<file path="src/rtl/sliding_window_min_max_defines.svh">
// ----------------------------------------------------------------------------
// Sliding window min/max: assertion macros
// Shared property wrappers for the checks in the RTL modules.
// ----------------------------------------------------------------------------
`ifndef SLIDING_WINDOW_MIN_MAX_DEFINES_SVH
`define SLIDING_WINDOW_MIN_MAX_DEFINES_SVH

// The consequent must hold in the same cycle as the antecedent.
`define SWMM_ASSERT_SAME(label, ante, cons) \
   label: assert property (@(posedge clock) disable iff (reset) (ante) |-> (cons)) \
      else $error("swmm check failed in the same cycle");

// The consequent must hold in the cycle after the antecedent.
`define SWMM_ASSERT_NEXT(label, ante, cons) \
   label: assert property (@(posedge clock) disable iff (reset) (ante) |=> (cons)) \
      else $error("swmm check failed one cycle later");

`endif

</file>
<file path="src/rtl/swmm_pkg.sv">
// ----------------------------------------------------------------------------
// Sliding window min/max package
// Sizes, command and status types and helpers shared by the block.
// ----------------------------------------------------------------------------
package swmm_pkg;

   // Store depth and sample width.
   localparam int WINDOW_MAX = 16;
   localparam int DATA_WIDTH = 16;

   // Derived widths.
   localparam int PTR_W = $clog2(WINDOW_MAX);
   localparam int CNT_W = $clog2(WINDOW_MAX);
   localparam int LEN_W = $clog2(WINDOW_MAX + 1);
   localparam int CFG_W = 5;
   localparam int IDX_W = 16;

   // Commands from the controller to the datapath.
   typedef struct packed {
      logic load;     // Accept a beat: store sample, update counters.
      logic issue;    // Read the next older window entry.
      logic cmp;      // Fold the read data into min and max.
      logic publish;  // Move the result into the output register.
   } ctrl_cmd_type;

   // Status from the datapath to the controller.
   typedef struct packed {
      logic             produce;  // The beat being accepted makes a result.
      logic [LEN_W-1:0] len;      // Effective window length.
   } dp_status_type;

   // Clamp the programmed length into 1..WINDOW_MAX.
   function automatic logic [LEN_W-1:0] effective_len(input logic [CFG_W-1:0] cfg);
      logic [31:0] v;
      v = 32'(cfg);
      if (v == 32'd0) begin
         v = 32'd1;
      end else if (v > 32'(WINDOW_MAX)) begin
         v = 32'(WINDOW_MAX);
      end
      return v[LEN_W-1:0];
   endfunction

   // Step a store pointer back by one, wrapping at the store depth.
   function automatic logic [PTR_W-1:0] ptr_dec(input logic [PTR_W-1:0] p);
      return (p == '0) ? PTR_W'(WINDOW_MAX - 1) : p - PTR_W'(1);
   endfunction

   // Step a store pointer forward by one, wrapping at the store depth.
   function automatic logic [PTR_W-1:0] ptr_inc(input logic [PTR_W-1:0] p);
      return (p == PTR_W'(WINDOW_MAX - 1)) ? '0 : p + PTR_W'(1);
   endfunction

endpackage

</file>
<file path="src/rtl/swmm_ram.sv">
// ----------------------------------------------------------------------------
// Generic RAM
// One write port and one read port with registered read data.
// ----------------------------------------------------------------------------
module swmm_ram #(
   parameter int WIDTH = 16,
   parameter int DEPTH = 16
) (
   input  logic                     clock,
   input  logic                     wr_en,
   input  logic [$clog2(DEPTH)-1:0] wr_addr,
   input  logic [WIDTH-1:0]         wr_data,
   input  logic                     rd_en,
   input  logic [$clog2(DEPTH)-1:0] rd_addr,
   output logic [WIDTH-1:0]         rd_data
);

   logic [WIDTH-1:0] mem_ff [DEPTH];
   logic [WIDTH-1:0] rd_data_ff;

   // Write port.
   always_ff @(posedge clock) begin
      if (wr_en) begin
         mem_ff[wr_addr] <= wr_data;
      end
   end

   // Registered read port.
   always_ff @(posedge clock) begin
      if (rd_en) begin
         rd_data_ff <= mem_ff[rd_addr];
      end
   end

   assign rd_data = rd_data_ff;

endmodule

</file>
<file path="src/rtl/swmm_dp.sv">
// ----------------------------------------------------------------------------
// Sliding window min/max datapath
// Window store, sequence counters, comparator pair and output register.
// ----------------------------------------------------------------------------
module swmm_dp (
   input  logic                                   clock,
   input  logic                                   reset,
   input  logic                                   csr_wr_en,
   input  logic [swmm_pkg::CFG_W-1:0]             csr_wr_data,
   input  logic signed [swmm_pkg::DATA_WIDTH-1:0] req_sample,
   input  logic                                   req_last_sample,
   input  swmm_pkg::ctrl_cmd_type                 cmd,
   output swmm_pkg::dp_status_type                status,
   output logic signed [swmm_pkg::DATA_WIDTH-1:0] rsp_window_min,
   output logic signed [swmm_pkg::DATA_WIDTH-1:0] rsp_window_max,
   output logic [swmm_pkg::IDX_W-1:0]             rsp_window_index,
   output logic                                   rsp_last_window
);

   import swmm_pkg::*;

   logic [CFG_W-1:0]             cfg_len_ff;
   logic [LEN_W-1:0]             fill_ff, fill_in, fill_sat;
   logic [PTR_W-1:0]             wr_ptr_ff;
   logic [PTR_W-1:0]             rd_ptr_ff, rd_ptr_in;
   logic [IDX_W-1:0]             win_cnt_ff, win_cnt_in;
   logic [IDX_W-1:0]             idx_ff;
   logic                         last_ff;
   logic signed [DATA_WIDTH-1:0] min_ff, min_in, max_ff, max_in;
   logic signed [DATA_WIDTH-1:0] rd_data;
   logic [LEN_W-1:0]             len;
   logic                         produce;

   // Length register, written from the configuration port.
   always_ff @(posedge clock) begin
      if (reset) begin
         cfg_len_ff <= CFG_W'(4);
      end else if (csr_wr_en) begin
         cfg_len_ff <= csr_wr_data;
      end
   end

   assign len = effective_len(cfg_len_ff);

   // Fill count after this beat, saturating at the store depth.
   assign fill_sat = (fill_ff == LEN_W'(WINDOW_MAX)) ? fill_ff : fill_ff + LEN_W'(1);
   assign produce  = (fill_sat >= len);
   assign fill_in  = req_last_sample ? '0 : fill_sat;

   // Window number: advance on a result, clear at the end of a sequence.
   always_comb begin
      win_cnt_in = win_cnt_ff;
      if (req_last_sample) begin
         win_cnt_in = '0;
      end else if (produce) begin
         win_cnt_in = win_cnt_ff + IDX_W'(1);
      end
   end

   assign status.produce = produce;
   assign status.len     = len;

   // Sequence counters and write pointer.
   always_ff @(posedge clock) begin
      if (reset) begin
         fill_ff    <= '0;
         wr_ptr_ff  <= '0;
         win_cnt_ff <= '0;
      end else if (cmd.load) begin
         fill_ff    <= fill_in;
         wr_ptr_ff  <= ptr_inc(wr_ptr_ff);
         win_cnt_ff <= win_cnt_in;
      end
   end

   // Window store: written on accept, scanned backward one entry a cycle.
   swmm_ram #(
      .WIDTH(DATA_WIDTH),
      .DEPTH(WINDOW_MAX)
   ) u_store (
      .clock  (clock),
      .wr_en  (cmd.load),
      .wr_addr(wr_ptr_ff),
      .wr_data(req_sample),
      .rd_en  (cmd.issue),
      .rd_addr(rd_ptr_ff),
      .rd_data(rd_data)
   );

   // Scan pointer starts one slot below the entry just written.
   assign rd_ptr_in = cmd.load ? ptr_dec(wr_ptr_ff) : ptr_dec(rd_ptr_ff);

   // Comparator pair folds each read entry into the running extremes.
   always_comb begin
      min_in = min_ff;
      max_in = max_ff;
      if (cmd.load) begin
         min_in = req_sample;
         max_in = req_sample;
      end else if (cmd.cmp) begin
         if (rd_data < min_ff) begin
            min_in = rd_data;
         end
         if (rd_data > max_ff) begin
            max_in = rd_data;
         end
      end
   end

   // Scan registers and the per-item tags.
   always_ff @(posedge clock) begin
      if (cmd.load || cmd.issue) begin
         rd_ptr_ff <= rd_ptr_in;
      end
      min_ff <= min_in;
      max_ff <= max_in;
      if (cmd.load) begin
         idx_ff  <= win_cnt_ff;
         last_ff <= req_last_sample;
      end
   end

   // Output register, loaded when the result is handed over.
   always_ff @(posedge clock) begin
      if (cmd.publish) begin
         rsp_window_min   <= min_ff;
         rsp_window_max   <= max_ff;
         rsp_window_index <= idx_ff;
         rsp_last_window  <= last_ff;
      end
   end

endmodule

</file>
<file path="src/rtl/swmm_ctrl.sv">
// ----------------------------------------------------------------------------
// Sliding window min/max controller
// Sequences accept, store scan and result hand-over for one item at a time.
// ----------------------------------------------------------------------------
`include "sliding_window_min_max_defines.svh"

module swmm_ctrl (
   input  logic                    clock,
   input  logic                    reset,
   input  logic                    req_valid,
   output logic                    req_ready,
   output logic                    rsp_valid,
   input  logic                    rsp_ready,
   input  swmm_pkg::dp_status_type status,
   output swmm_pkg::ctrl_cmd_type  cmd
);

   import swmm_pkg::*;

   localparam logic [1:0] S_IDLE = 2'd0;
   localparam logic [1:0] S_SCAN = 2'd1;
   localparam logic [1:0] S_DONE = 2'd2;

   logic [1:0]       state_ff, state_in;
   logic [CNT_W-1:0] cnt_ff, cnt_in;
   logic             pend_ff, pend_in;
   logic             rsp_valid_ff, rsp_valid_in;
   logic             accept;

   assign req_ready = (state_ff == S_IDLE);
   assign accept    = req_valid && req_ready;
   assign rsp_valid = rsp_valid_ff;

   // Next state and commands.
   always_comb begin
      state_in    = state_ff;
      cnt_in      = cnt_ff;
      pend_in     = 1'b0;
      cmd.load    = 1'b0;
      cmd.issue   = 1'b0;
      cmd.cmp     = 1'b0;
      cmd.publish = 1'b0;
      case (state_ff)
         S_IDLE: begin
            if (accept) begin
               cmd.load = 1'b1;
               cnt_in   = CNT_W'(status.len - LEN_W'(1));
               if (status.produce) begin
                  state_in = (status.len == LEN_W'(1)) ? S_DONE : S_SCAN;
               end
            end
         end
         S_SCAN: begin
            // Issue reads while entries remain; compare in the following cycle.
            cmd.cmp = pend_ff;
            if (cnt_ff != '0) begin
               cmd.issue = 1'b1;
               pend_in   = 1'b1;
               cnt_in    = cnt_ff - CNT_W'(1);
            end else if (pend_ff) begin
               state_in = S_DONE;
            end
         end
         S_DONE: begin
            if (!rsp_valid_ff || rsp_ready) begin
               cmd.publish = 1'b1;
               state_in    = S_IDLE;
            end
         end
         default: begin
            state_in = S_IDLE;
         end
      endcase
   end

   // Output valid: set on hand-over, cleared when the beat is taken.
   always_comb begin
      rsp_valid_in = rsp_valid_ff;
      if (cmd.publish) begin
         rsp_valid_in = 1'b1;
      end else if (rsp_ready) begin
         rsp_valid_in = 1'b0;
      end
   end

   // Control registers.
   always_ff @(posedge clock) begin
      if (reset) begin
         state_ff     <= S_IDLE;
         cnt_ff       <= '0;
         pend_ff      <= 1'b0;
         rsp_valid_ff <= 1'b0;
      end else begin
         state_ff     <= state_in;
         cnt_ff       <= cnt_in;
         pend_ff      <= pend_in;
         rsp_valid_ff <= rsp_valid_in;
      end
   end

   // Every compare consumes a read issued in the previous cycle.
   `SWMM_ASSERT_SAME(a_cmp_follows_issue, cmd.cmp, $past(cmd.issue))
   // A handed-over result is visible on the output in the next cycle.
   `SWMM_ASSERT_NEXT(a_publish_sets_valid, cmd.publish, rsp_valid)
   // A beat that makes no result leaves the block ready at once.
   `SWMM_ASSERT_NEXT(a_no_result_idle, accept && !status.produce, req_ready)
   // A length-one window skips the scan.
   `SWMM_ASSERT_NEXT(a_len_one_done, accept && status.produce && status.len == LEN_W'(1),
                     state_ff == S_DONE)

endmodule

</file>
<file path="src/rtl/sliding_window_min_max.sv">
// ----------------------------------------------------------------------------
// Sliding window min/max
// Minimum and maximum over the last window_length samples of a sequence.
// ----------------------------------------------------------------------------
// Usage:
// Samples enter on the req_ channel (valid/ready), one beat per sample, with
// req_last_sample marking the final sample of a sequence. Each sample from the
// window_length-th one of a sequence onward yields one rsp_ beat with
// the window minimum, maximum, window number and a last-window flag. Shorter
// sequences yield nothing but still clear the fill count and window number.
// The window length is written through csr_wr_en/csr_wr_data by the user,
// only while idle, as the block does not enforce it; zero acts as 1 and
// values above 16 act as 16. A beat that makes no result leaves the block
// idle and ready for the next sample. For a result over a window of L samples,
// L of two or more, the store's single read port scans the L - 1 older entries
// one a cycle, each read registered and compared in the cycle after it; the
// result then passes through a done state into the output register. A window
// of one sample skips the scan and goes straight to the done state.
// A finished result sits in the output register, so the next sample is
// accepted while it waits; if the receiver stalls, the following result
// holds in the block and req_ready stays low until the register frees.
// Reset clears the counters, the output valid and sets the length to 4.
// ----------------------------------------------------------------------------
module sliding_window_min_max (
   input  logic                                   clock,
   input  logic                                   reset,
   input  logic                                   csr_wr_en,
   input  logic [swmm_pkg::CFG_W-1:0]             csr_wr_data,
   input  logic                                   req_valid,
   output logic                                   req_ready,
   input  logic signed [swmm_pkg::DATA_WIDTH-1:0] req_sample,
   input  logic                                   req_last_sample,
   output logic                                   rsp_valid,
   input  logic                                   rsp_ready,
   output logic signed [swmm_pkg::DATA_WIDTH-1:0] rsp_window_min,
   output logic signed [swmm_pkg::DATA_WIDTH-1:0] rsp_window_max,
   output logic [swmm_pkg::IDX_W-1:0]             rsp_window_index,
   output logic                                   rsp_last_window
);

   import swmm_pkg::*;

   ctrl_cmd_type  cmd;
   dp_status_type status;

   // Controller.
   swmm_ctrl u_ctrl (
      .clock    (clock),
      .reset    (reset),
      .req_valid(req_valid),
      .req_ready(req_ready),
      .rsp_valid(rsp_valid),
      .rsp_ready(rsp_ready),
      .status   (status),
      .cmd      (cmd)
   );

   // Datapath.
   swmm_dp u_dp (
      .clock           (clock),
      .reset           (reset),
      .csr_wr_en       (csr_wr_en),
      .csr_wr_data     (csr_wr_data),
      .req_sample      (req_sample),
      .req_last_sample (req_last_sample),
      .cmd             (cmd),
      .status          (status),
      .rsp_window_min  (rsp_window_min),
      .rsp_window_max  (rsp_window_max),
      .rsp_window_index(rsp_window_index),
      .rsp_last_window (rsp_last_window)
   );

endmodule
</file>
<file path="config.mk">
export PLATFORM = sky130hd
export DESIGN_NAME = sliding_window_min_max
export DESIGN_NICKNAME = d
export VERILOG_FILES = /design/src/rtl/swmm_pkg.sv /design/src/rtl/swmm_ram.sv /design/src/rtl/swmm_dp.sv /design/src/rtl/swmm_ctrl.sv /design/src/rtl/sliding_window_min_max.sv
export VERILOG_INCLUDE_DIRS = /design/src /design/src/rtl
export SDC_FILE = /design/constraint.sdc
export NUM_CORES = 1
export LEC_CHECK = 0
export ABC_CLOCK_PERIOD_IN_PS = 7800
export BUFFER_PORTS_ARGS = -buffer_cell sky130_fd_sc_hd__buf_4
export CAP_MARGIN = 5
export CORE_MARGIN = 2
export CORE_UTILIZATION = 52
export DETAILED_ROUTE_END_ITERATION = 8
export PLACE_DENSITY = 0.75
export SLEW_MARGIN = 20
export SYNTH_ARGS = -nofsm -noshare
export SYNTH_HDL_FRONTEND = slang
export SYNTH_HIERARCHICAL = 1
export SYNTH_SLANG_ARGS = --single-unit
</file>
<file path="constraint.sdc">
create_clock -name clock -period 7.8 [get_ports clock]
set_input_delay 1.56 -clock clock [delete_from_list [all_inputs] [get_ports clock]]
set_output_delay 1.56 -clock clock [all_outputs]
set_load 0.1 [all_outputs]
</file>
==> results by group, run 1 <==
Critical path
  – Setup crit start: req_valid
  – R2R setup slack: 4.69 ns
  – Crit path required time: ~8.3 ns
  – Startpoint class of the critical path: input pin
  – Worst path arrival time: 3.98 ns
  – Crit path capture type: flip-flop
  – CP Max Fanout: 58
  – Crit path buffers/inverters: 3
  – R2r endpoint: u_dp/win_cnt_ff[15]
  – CP peak stage delay: 0.68 ns
  – CP Cell Sequence: buf_4 > or3b_4 > clkinv_4 > inv_1 > or4_4 > or3_1 > a21oi_1
  – Crit path max-delay cell type: or4_4
  – Levels on crit path: 7
  – Worst Setup EP: u_dp/win_cnt_ff[10]
  – Type of the worst setup path: input pin to flip-flop
  – Worst reg2reg startpoint: u_dp/fill_ff[0]
  – Top delay family on crit path: simple AND/OR/NAND/NOR gates
  – Worst R2R Path Depth: 12

Timing
  – Max frequency: 0.285 GHz
  – RSZ-0062 raised after global routing: false
  – Fin crit share: 45.1%
  – Setup-failing EPs final: 0
  – Fin Clk Skew: 0.0108 ns
  – Max Slew Vio Count: 0
  – Min cycle time layout: 3.51 ns
  – Final Hold Vio Count: 0
  – Worst-Margin Slew: 0.939 ns
  – Slew HR: 37.4%
  – Setup TNS: 0 ns
  – Fin Hold WS: 0.416 ns

Clock tree
  – CTS Sinks: around 400
  – Post-CTS sizing: 0
  – CTS tree: built
  – Root Buffer Master: clkbuf_16
  – CTS Buf Count: 42
  – H-tree depth: 2
  – Clk slew on worst S/H paths: roughly 0.060 ns
  – Postcts setup bufs: 0
  – CTS Hold Bufs: 0
  – Clk_lat worst skew: between 0.5 and 0.6 ns
  – CTS Buffer Depth: 3

Routing
  – Wirelength per Cell: 20.9 um
  – DRC: 0
  – First-pass DRT Iterations: 5
  – Post-route ant nets: 0
  – WL final: 31200 um
  – DRT iter0 DRCs: 847
  – Via count: 8753
  – Routed vias/inst: 5.87

Place
  – Placer Congestion: 0.819
  – HPWL after detailed placement: 19300 um
  – Placed inst area: approximately 18000 um2
  – Buffers added on ports: 77

Cells and area
  – Final instance area: 19000 um2
  – Layout cells sized above 1: 22.7%
  – Final #Nets: about 1100
  – # fillers: 2253
  – Synth-to-layout area growth: 14.6%
  – # diodes: 0

Global route
  – Vias in the first global route: 8629
  – First-pass GRT wire length: 49100 um
  – Gr usage total: 19.3%
  – Pin count of the biggest net entering global routing: 67
  – Grt ovf: 0
  – Initial antenna violation count: 0

Synth
  – Number of enable flip-flop cells after synthesis: 374
  – Number of synthesized register bits: 412
  – Synth top area share: 67.8%
  – Main flop type after synthesis: edfxtp_1
  – Combinational family with the most area after synthesis: multiplexers
  – Synth Area in Simple Gates: around 5.2%
  – Synth Area in Compound Gates: 5.40%
  – Synth Area in XOR/XNOR: less than 1%
  – Post-synthesis instance total: 952
  – Distinct cells, synth: 64
  – Synth async-reset ratio: 0%
  – Adder-Cell Fraction of Synth Area: 3.40%
  – Avg Synthesized Cell Area: 17.4 um2
  – Sequential element share of the synthesized area: 72.4%
  – Mux cell area share after synthesis: 10.5%
  – Largest cells by area after synthesis: edfxtp_1 (68%), mux4_2 (7.3%), dfxtp_1 (4.6%), ha_1 (3.4%), a22oi_1 (1.7%)
  – Synth Warn #: 6
  – Mapped Area: roughly 17000 um2
  – Syn Nets: roughly 1000
  – Synth area leader: edfxtp_1

Die
  – Die area: between 30000 and 40000 um2
  – Die Y: ~180 um
  – Num rows: 65
  – Core box area: 31500 um2
  – I/O pin count: 78
  – Die X: 182 um
  – Starting Density: 52.6%

Hold path
  – Hold Crit Class: flip-flop to flip-flop

Outcome
  – Status: complete, no violations

Flow run
  – Max_cap viols: 0

Power
  – Leakage: 6.60 nW
  – PwrDens: ~260 nW/um2
  – Maximum VDD drop: between 150 and 200 uV
area by class of cell:
class	instances	area [um2]	share of cell area (%)
clock buffer	53	1090	5.76
clock inverter	24	258	1.36
inverter	57	219	1.15
multi-input combinational	444	4160	21.9
sequential	412	12000	63.2
tap	402	503	2.65
timing repair buffer	99	743	3.92
power breakdown:
part	switching [mW]	internal, mW	total (mW)
logic	0.326	0.216	0.543
registers	0.0411	2.50	2.54
clock network	0.819	1.11	1.93
total	1.19	3.82	5.01
stage by stage:
| stage | worst slack (ns) | cells | power, mW | util (%) |
|---|---|---|---|---|
| 2_1_floorplan | 3.60 | 952 | 2.97 | - |
| 3_3_place_gp | 3.73 | 1414 | 3.11 | 55.9 |
| 3_5_place_dp | 3.74 | 1414 | 3.13 | 56.0 |
| 5_1_grt | 4.18 | 1491 | 5.20 | 60.3 |
| 6_report | 4.29 | 1491 | 5.01 | 60.3 |
| 4_1_cts | 4.29 | 1491 | 5.05 | 60.3 |
cell usage after synthesis (7+ instances only):
library cell / number
edfxtp_1: 374
inv_1: 56
mux4_2: 54
nor2_1: 46
ha_1: 45
a22oi_1: 38
dfxtp_1: 38
nand2_1: 38
a21oi_1: 33
o21ai_0: 20
clkbuf_1: 17
mux2_2: 15
nor3_1: 15
nand3_1: 12
or3_1: 12
mux4_1: 10
mux2i_1: 9
buf_1: 7
nand4_1: 7
xnor2_1: 7
per-layer routing:
metal,global-route usage [%],share of wire (%),vias up
met5,0,0,-
met4,4.68,1.7,0
met3,3.41,7.3,44
met2,30.7,48,343
met1,28.1,43,4397
li1,-,-,3969
logic make-up after synthesis:
| kind of cell | after synthesis |
|---|---|
| AO/OA/AOI/OAI | 135 |
| AND/OR/NAND/NOR | 168 |
| flip-flops | 412 |
| XOR/XNOR | 8 |
| adder cells (fa/ha/maj) | 45 |
| buffers and inverters | 96 |
| multiplexers | 88 |
sequential cells by signal (all words and copies together) (netlist names), 2 cells and up:
signal	cells
u_dp/rd_ptr_ff	4
u_dp/rsp_window_min	16
u_dp/win_cnt_ff	16
u_dp/cfg_len_ff	5
u_dp/rsp_window_max	16
u_dp/u_store/rd_data	16
u_ctrl/state_ff	2
u_dp/idx_ff	16
u_dp/u_store/mem_ff	256
u_dp/min_ff	16
u_ctrl/cnt_ff	4
u_dp/rsp_window_index	16
u_dp/wr_ptr_ff	4
u_dp/fill_ff	5
u_dp/max_ff	16
worst min-delay path by stage:
stage / to / slack, ns / startpoint / depth (start not counted)
4_1_cts: u_dp/rsp_window_index[11] / 0.42 / u_dp/idx_ff[11] / 0
3_5_place_dp: u_dp/rsp_window_index[11] / 0.40 / u_dp/idx_ff[11] / 0
5_1_grt: u_dp/rsp_window_index[14] / 0.43 / u_dp/idx_ff[14] / 0
3_3_place_gp: u_dp/rsp_window_index[7] / 0.40 / u_dp/idx_ff[7] / 0
2_1_floorplan: u_dp/rsp_last_window / 0.40 / u_dp/last_ff / 0
6_report: u_dp/rsp_window_index[5] / 0.42 / u_dp/idx_ff[5] / 0
cell usage in the layout, fill, tap and decap left out, types with 15 or more instances in the layout:
master and count:
a21oi_1 33, a22oi_1 38, buf_4 99, clkbuf_16 42
dfxtp_1 38, edfxtp_1 374, ha_1 45, inv_1 56
mux2_2 15, mux4_2 54, nand2_1 38, nor2_1 45
o21ai_0 19
No activity file was read; power rests on OpenSTA's default activity.
==> run 2, diff against run 1 <==
ABC_CLOCK_PERIOD_IN_PS = 2930   (was 7800)
PLACE_DENSITY = 0.78   (was 0.75)
clock period = 2.93 ns   (was 7.8 ns; I/O delays follow)
==> results by group, run 2 (same netlist as run 1, synthesis figures left out) <==
Outcome
  – Status: complete, no violations

Cells and area
  – Most frequent cells in the layout: edfxtp_1 (374), buf_4 (107), inv_1 (56)
  – Multi-input gate area: 4170 um2 (+0.24%)
  – # fillers: 2164 (-4.0%)
  – Layout cells sized above 1: 23.7% (+1.1 points)
  – Non-Filler Instances: 1497 (+0.40%)
  – Final #Nets: 1139 (+0.98%)
  – Synth-to-layout area growth: 15.1%
  – Top reg by flops: u_dp/u_store/mem_ff
  – Register area: 12000 um2 (unchanged)
  – Commonest non-fill, non-tap cell in the layout: edfxtp_1
  – # diodes: 0 (unchanged)
  – Flip-flop count of the largest register after layout: 256 (unchanged)

Global route
  – Pin count of the biggest net entering global routing: 50 (-25%)
  – Grt ovf: 0 (unchanged)
  – Vias in the first global route: 8823 (+2.2%)
  – Gr usage total: 19.5% (+0.20 points)
  – Initial antenna violation count: 0 (unchanged)
  – First-pass GRT wire length: 49300 um (+0.39%)

Critical path
  – Type of the worst setup path: flip-flop to flip-flop
  – Startpoint class of the critical path: flip-flop
  – Crit path capture type: flip-flop
  – Crit path required time: 3.38 ns (-4.89 ns)
  – Top delay family on crit path: compound AO/OA/AOI/OAI gates
  – CP Max Fanout: 5 (-91%)
  – CP Cell Sequence: inv_1 > ha_1 > nand2_1 > nor3_4 > xnor2_1 > ha_1 > nand2b_2 > a21oi_2 > o21ai_0 > a31o_2 > and3b_2 > a211oi_2 > a2bb2oi_1 > nor3_1
  – CP peak stage delay: 0.32 ns (-0.36 ns)
  – Most used cell along the critical path: ha_1
  – Crit path max-delay cell type: dfxtp_1
  – Crit path buffers/inverters: 1 (-2)
  – Worst path arrival time: 3.22 ns (-0.76 ns)

Routing
  – First-pass DRT Iterations: 5 (unchanged)
  – DRC: 0 (unchanged)
  – WL final: 31500 um (+0.97%)
  – Routed vias/inst: 5.85 (-0.34%)
  – DRT iter0 DRCs: 739 (-13%)
  – Wirelength per Cell: 21.0 um (+0.56%)
  – Post-route ant nets: 0 (unchanged)
  – Via count: 8758 (+0.057%)

Timing
  – Worst-Margin Slew: 0.800 ns (-0.139 ns)
  – Final Hold Vio Count: 0 (unchanged)
  – RSZ-0062 raised after global routing: false
  – Min cycle time layout: around 2.8 ns
  – Fin crit share: between 90% and 100%
  – Fin Clk Skew: 0.0143 ns (+0.00353 ns)
  – Slew HR: 46.7% (+9.3 points)
  – Max Slew Vio Count: 0 (unchanged)
  – Setup-failing EPs final: 0 (unchanged)
  – Setup TNS: 0 ns (unchanged)
  – Max frequency: 0.361 GHz

Power
  – PwrDens: 692 nW/um2 (+160%)
  – Leakage: 6.68 nW (+1.3%)
  – Maximum VDD drop: 427 uV (+170%)

Die
  – Core box area: 31500 um2 (unchanged)
  – Die X: 182 um (unchanged)
  – Num rows: 65 (unchanged)
  – Starting Density: 52.6% (unchanged)
  – Die area: 33300 um2 (unchanged)
  – I/O pin count: 78 (unchanged)
  – Die Y: 182 um (unchanged)

Clock tree
  – CTS Sinks: 412 (unchanged)
  – Clk_lat worst skew: 0.54 ns (about the same)
  – CTS Buf Count: 40 (-4.8%)
  – Root Buffer Master: clkbuf_16
  – CTS Buffer Depth: 3 (unchanged)
  – CTS tree: built
  – H-tree depth: 2 (unchanged)
  – CTS Hold Bufs: 0 (unchanged)
  – Clk slew on worst S/H paths: 0.07 ns (about the same)

Place
  – HPWL after detailed placement: 19300 um (+0.15%)
  – Placed cells: 1426 (+0.85%)
  – Placer Congestion: 0.798 (-2.5%)
  – Buffers added on ports: 77 (unchanged)

Flow run
  – Max_cap viols: 0 (unchanged)

Hold path
  – Hold Crit Class: input pin to flip-flop
## run 2: layout make-up
class                      count  share of cell area, %
clock inverter                18                  0.873
tap                          402                   2.64
sequential                   412                   62.9
inverter                      57                   1.15
clock buffer                  52                   5.76
multi-input combinational    444                   21.9
timing repair buffer         112                   4.74
## run 2: per-stage QoR
step	cell area [um2]	worst slack (ns)	power, mW	hold slack, ns	utilization, %
after global placement	17800	0.102	8.32	0.401	56.4
after floorplan	16600	0.0421	7.90	0.400	-
after CTS	19000	0.0627	13.3	0.240	60.5
after global routing	19100	0.00569	13.7	0.266	60.5
after detailed placement	17800	-0.0417	8.37	0.405	56.4
final	19100	0.161	13.2	0.261	60.5
## run 2: worst paths after layout
| path | slack, ns | start | cells after the start | end |
|---|---|---|---|---|
| hold / removal | 0.26 | csr_wr_data[2] | 2 | u_dp/cfg_len_ff[2] |
| hold reg to reg | 0.42 | u_dp/idx_ff[14] | 0 | u_dp/rsp_window_index[14] |
| setup reg to reg | 0.16 | u_dp/fill_ff[0] | 14 | u_ctrl/state_ff[1] |
| setup / recovery | 0.16 | u_dp/fill_ff[0] | 14 | u_ctrl/state_ff[1] |
## run 2: power by group
group | switching (mW) | internal (mW) | leakage, nW | total, mW
combinational | 0.866 | 0.619 | 2.33 | 1.49
clock | 2.09 | 2.84 | 0.623 | 4.93
sequential | 0.119 | 6.65 | 3.73 | 6.77
## run 2: what timing repair did
item | 4_1_cts | 5_1_grt
buffers inserted | 0 | 1
endpoints found under the setup margin | 4 | 10
gates resized for setup | 1 | 3
## run 2: metal layers
layer / vias up / global-route usage, % / wire length, um
li1: 3987 / - / -
met1: 4402 / 26.8 / 13600
met4: 0 / 6.35 / 657
met2: 314 / 31.6 / 15100
met3: 55 / 3.91 / 2140
met5: - / 0 / 0
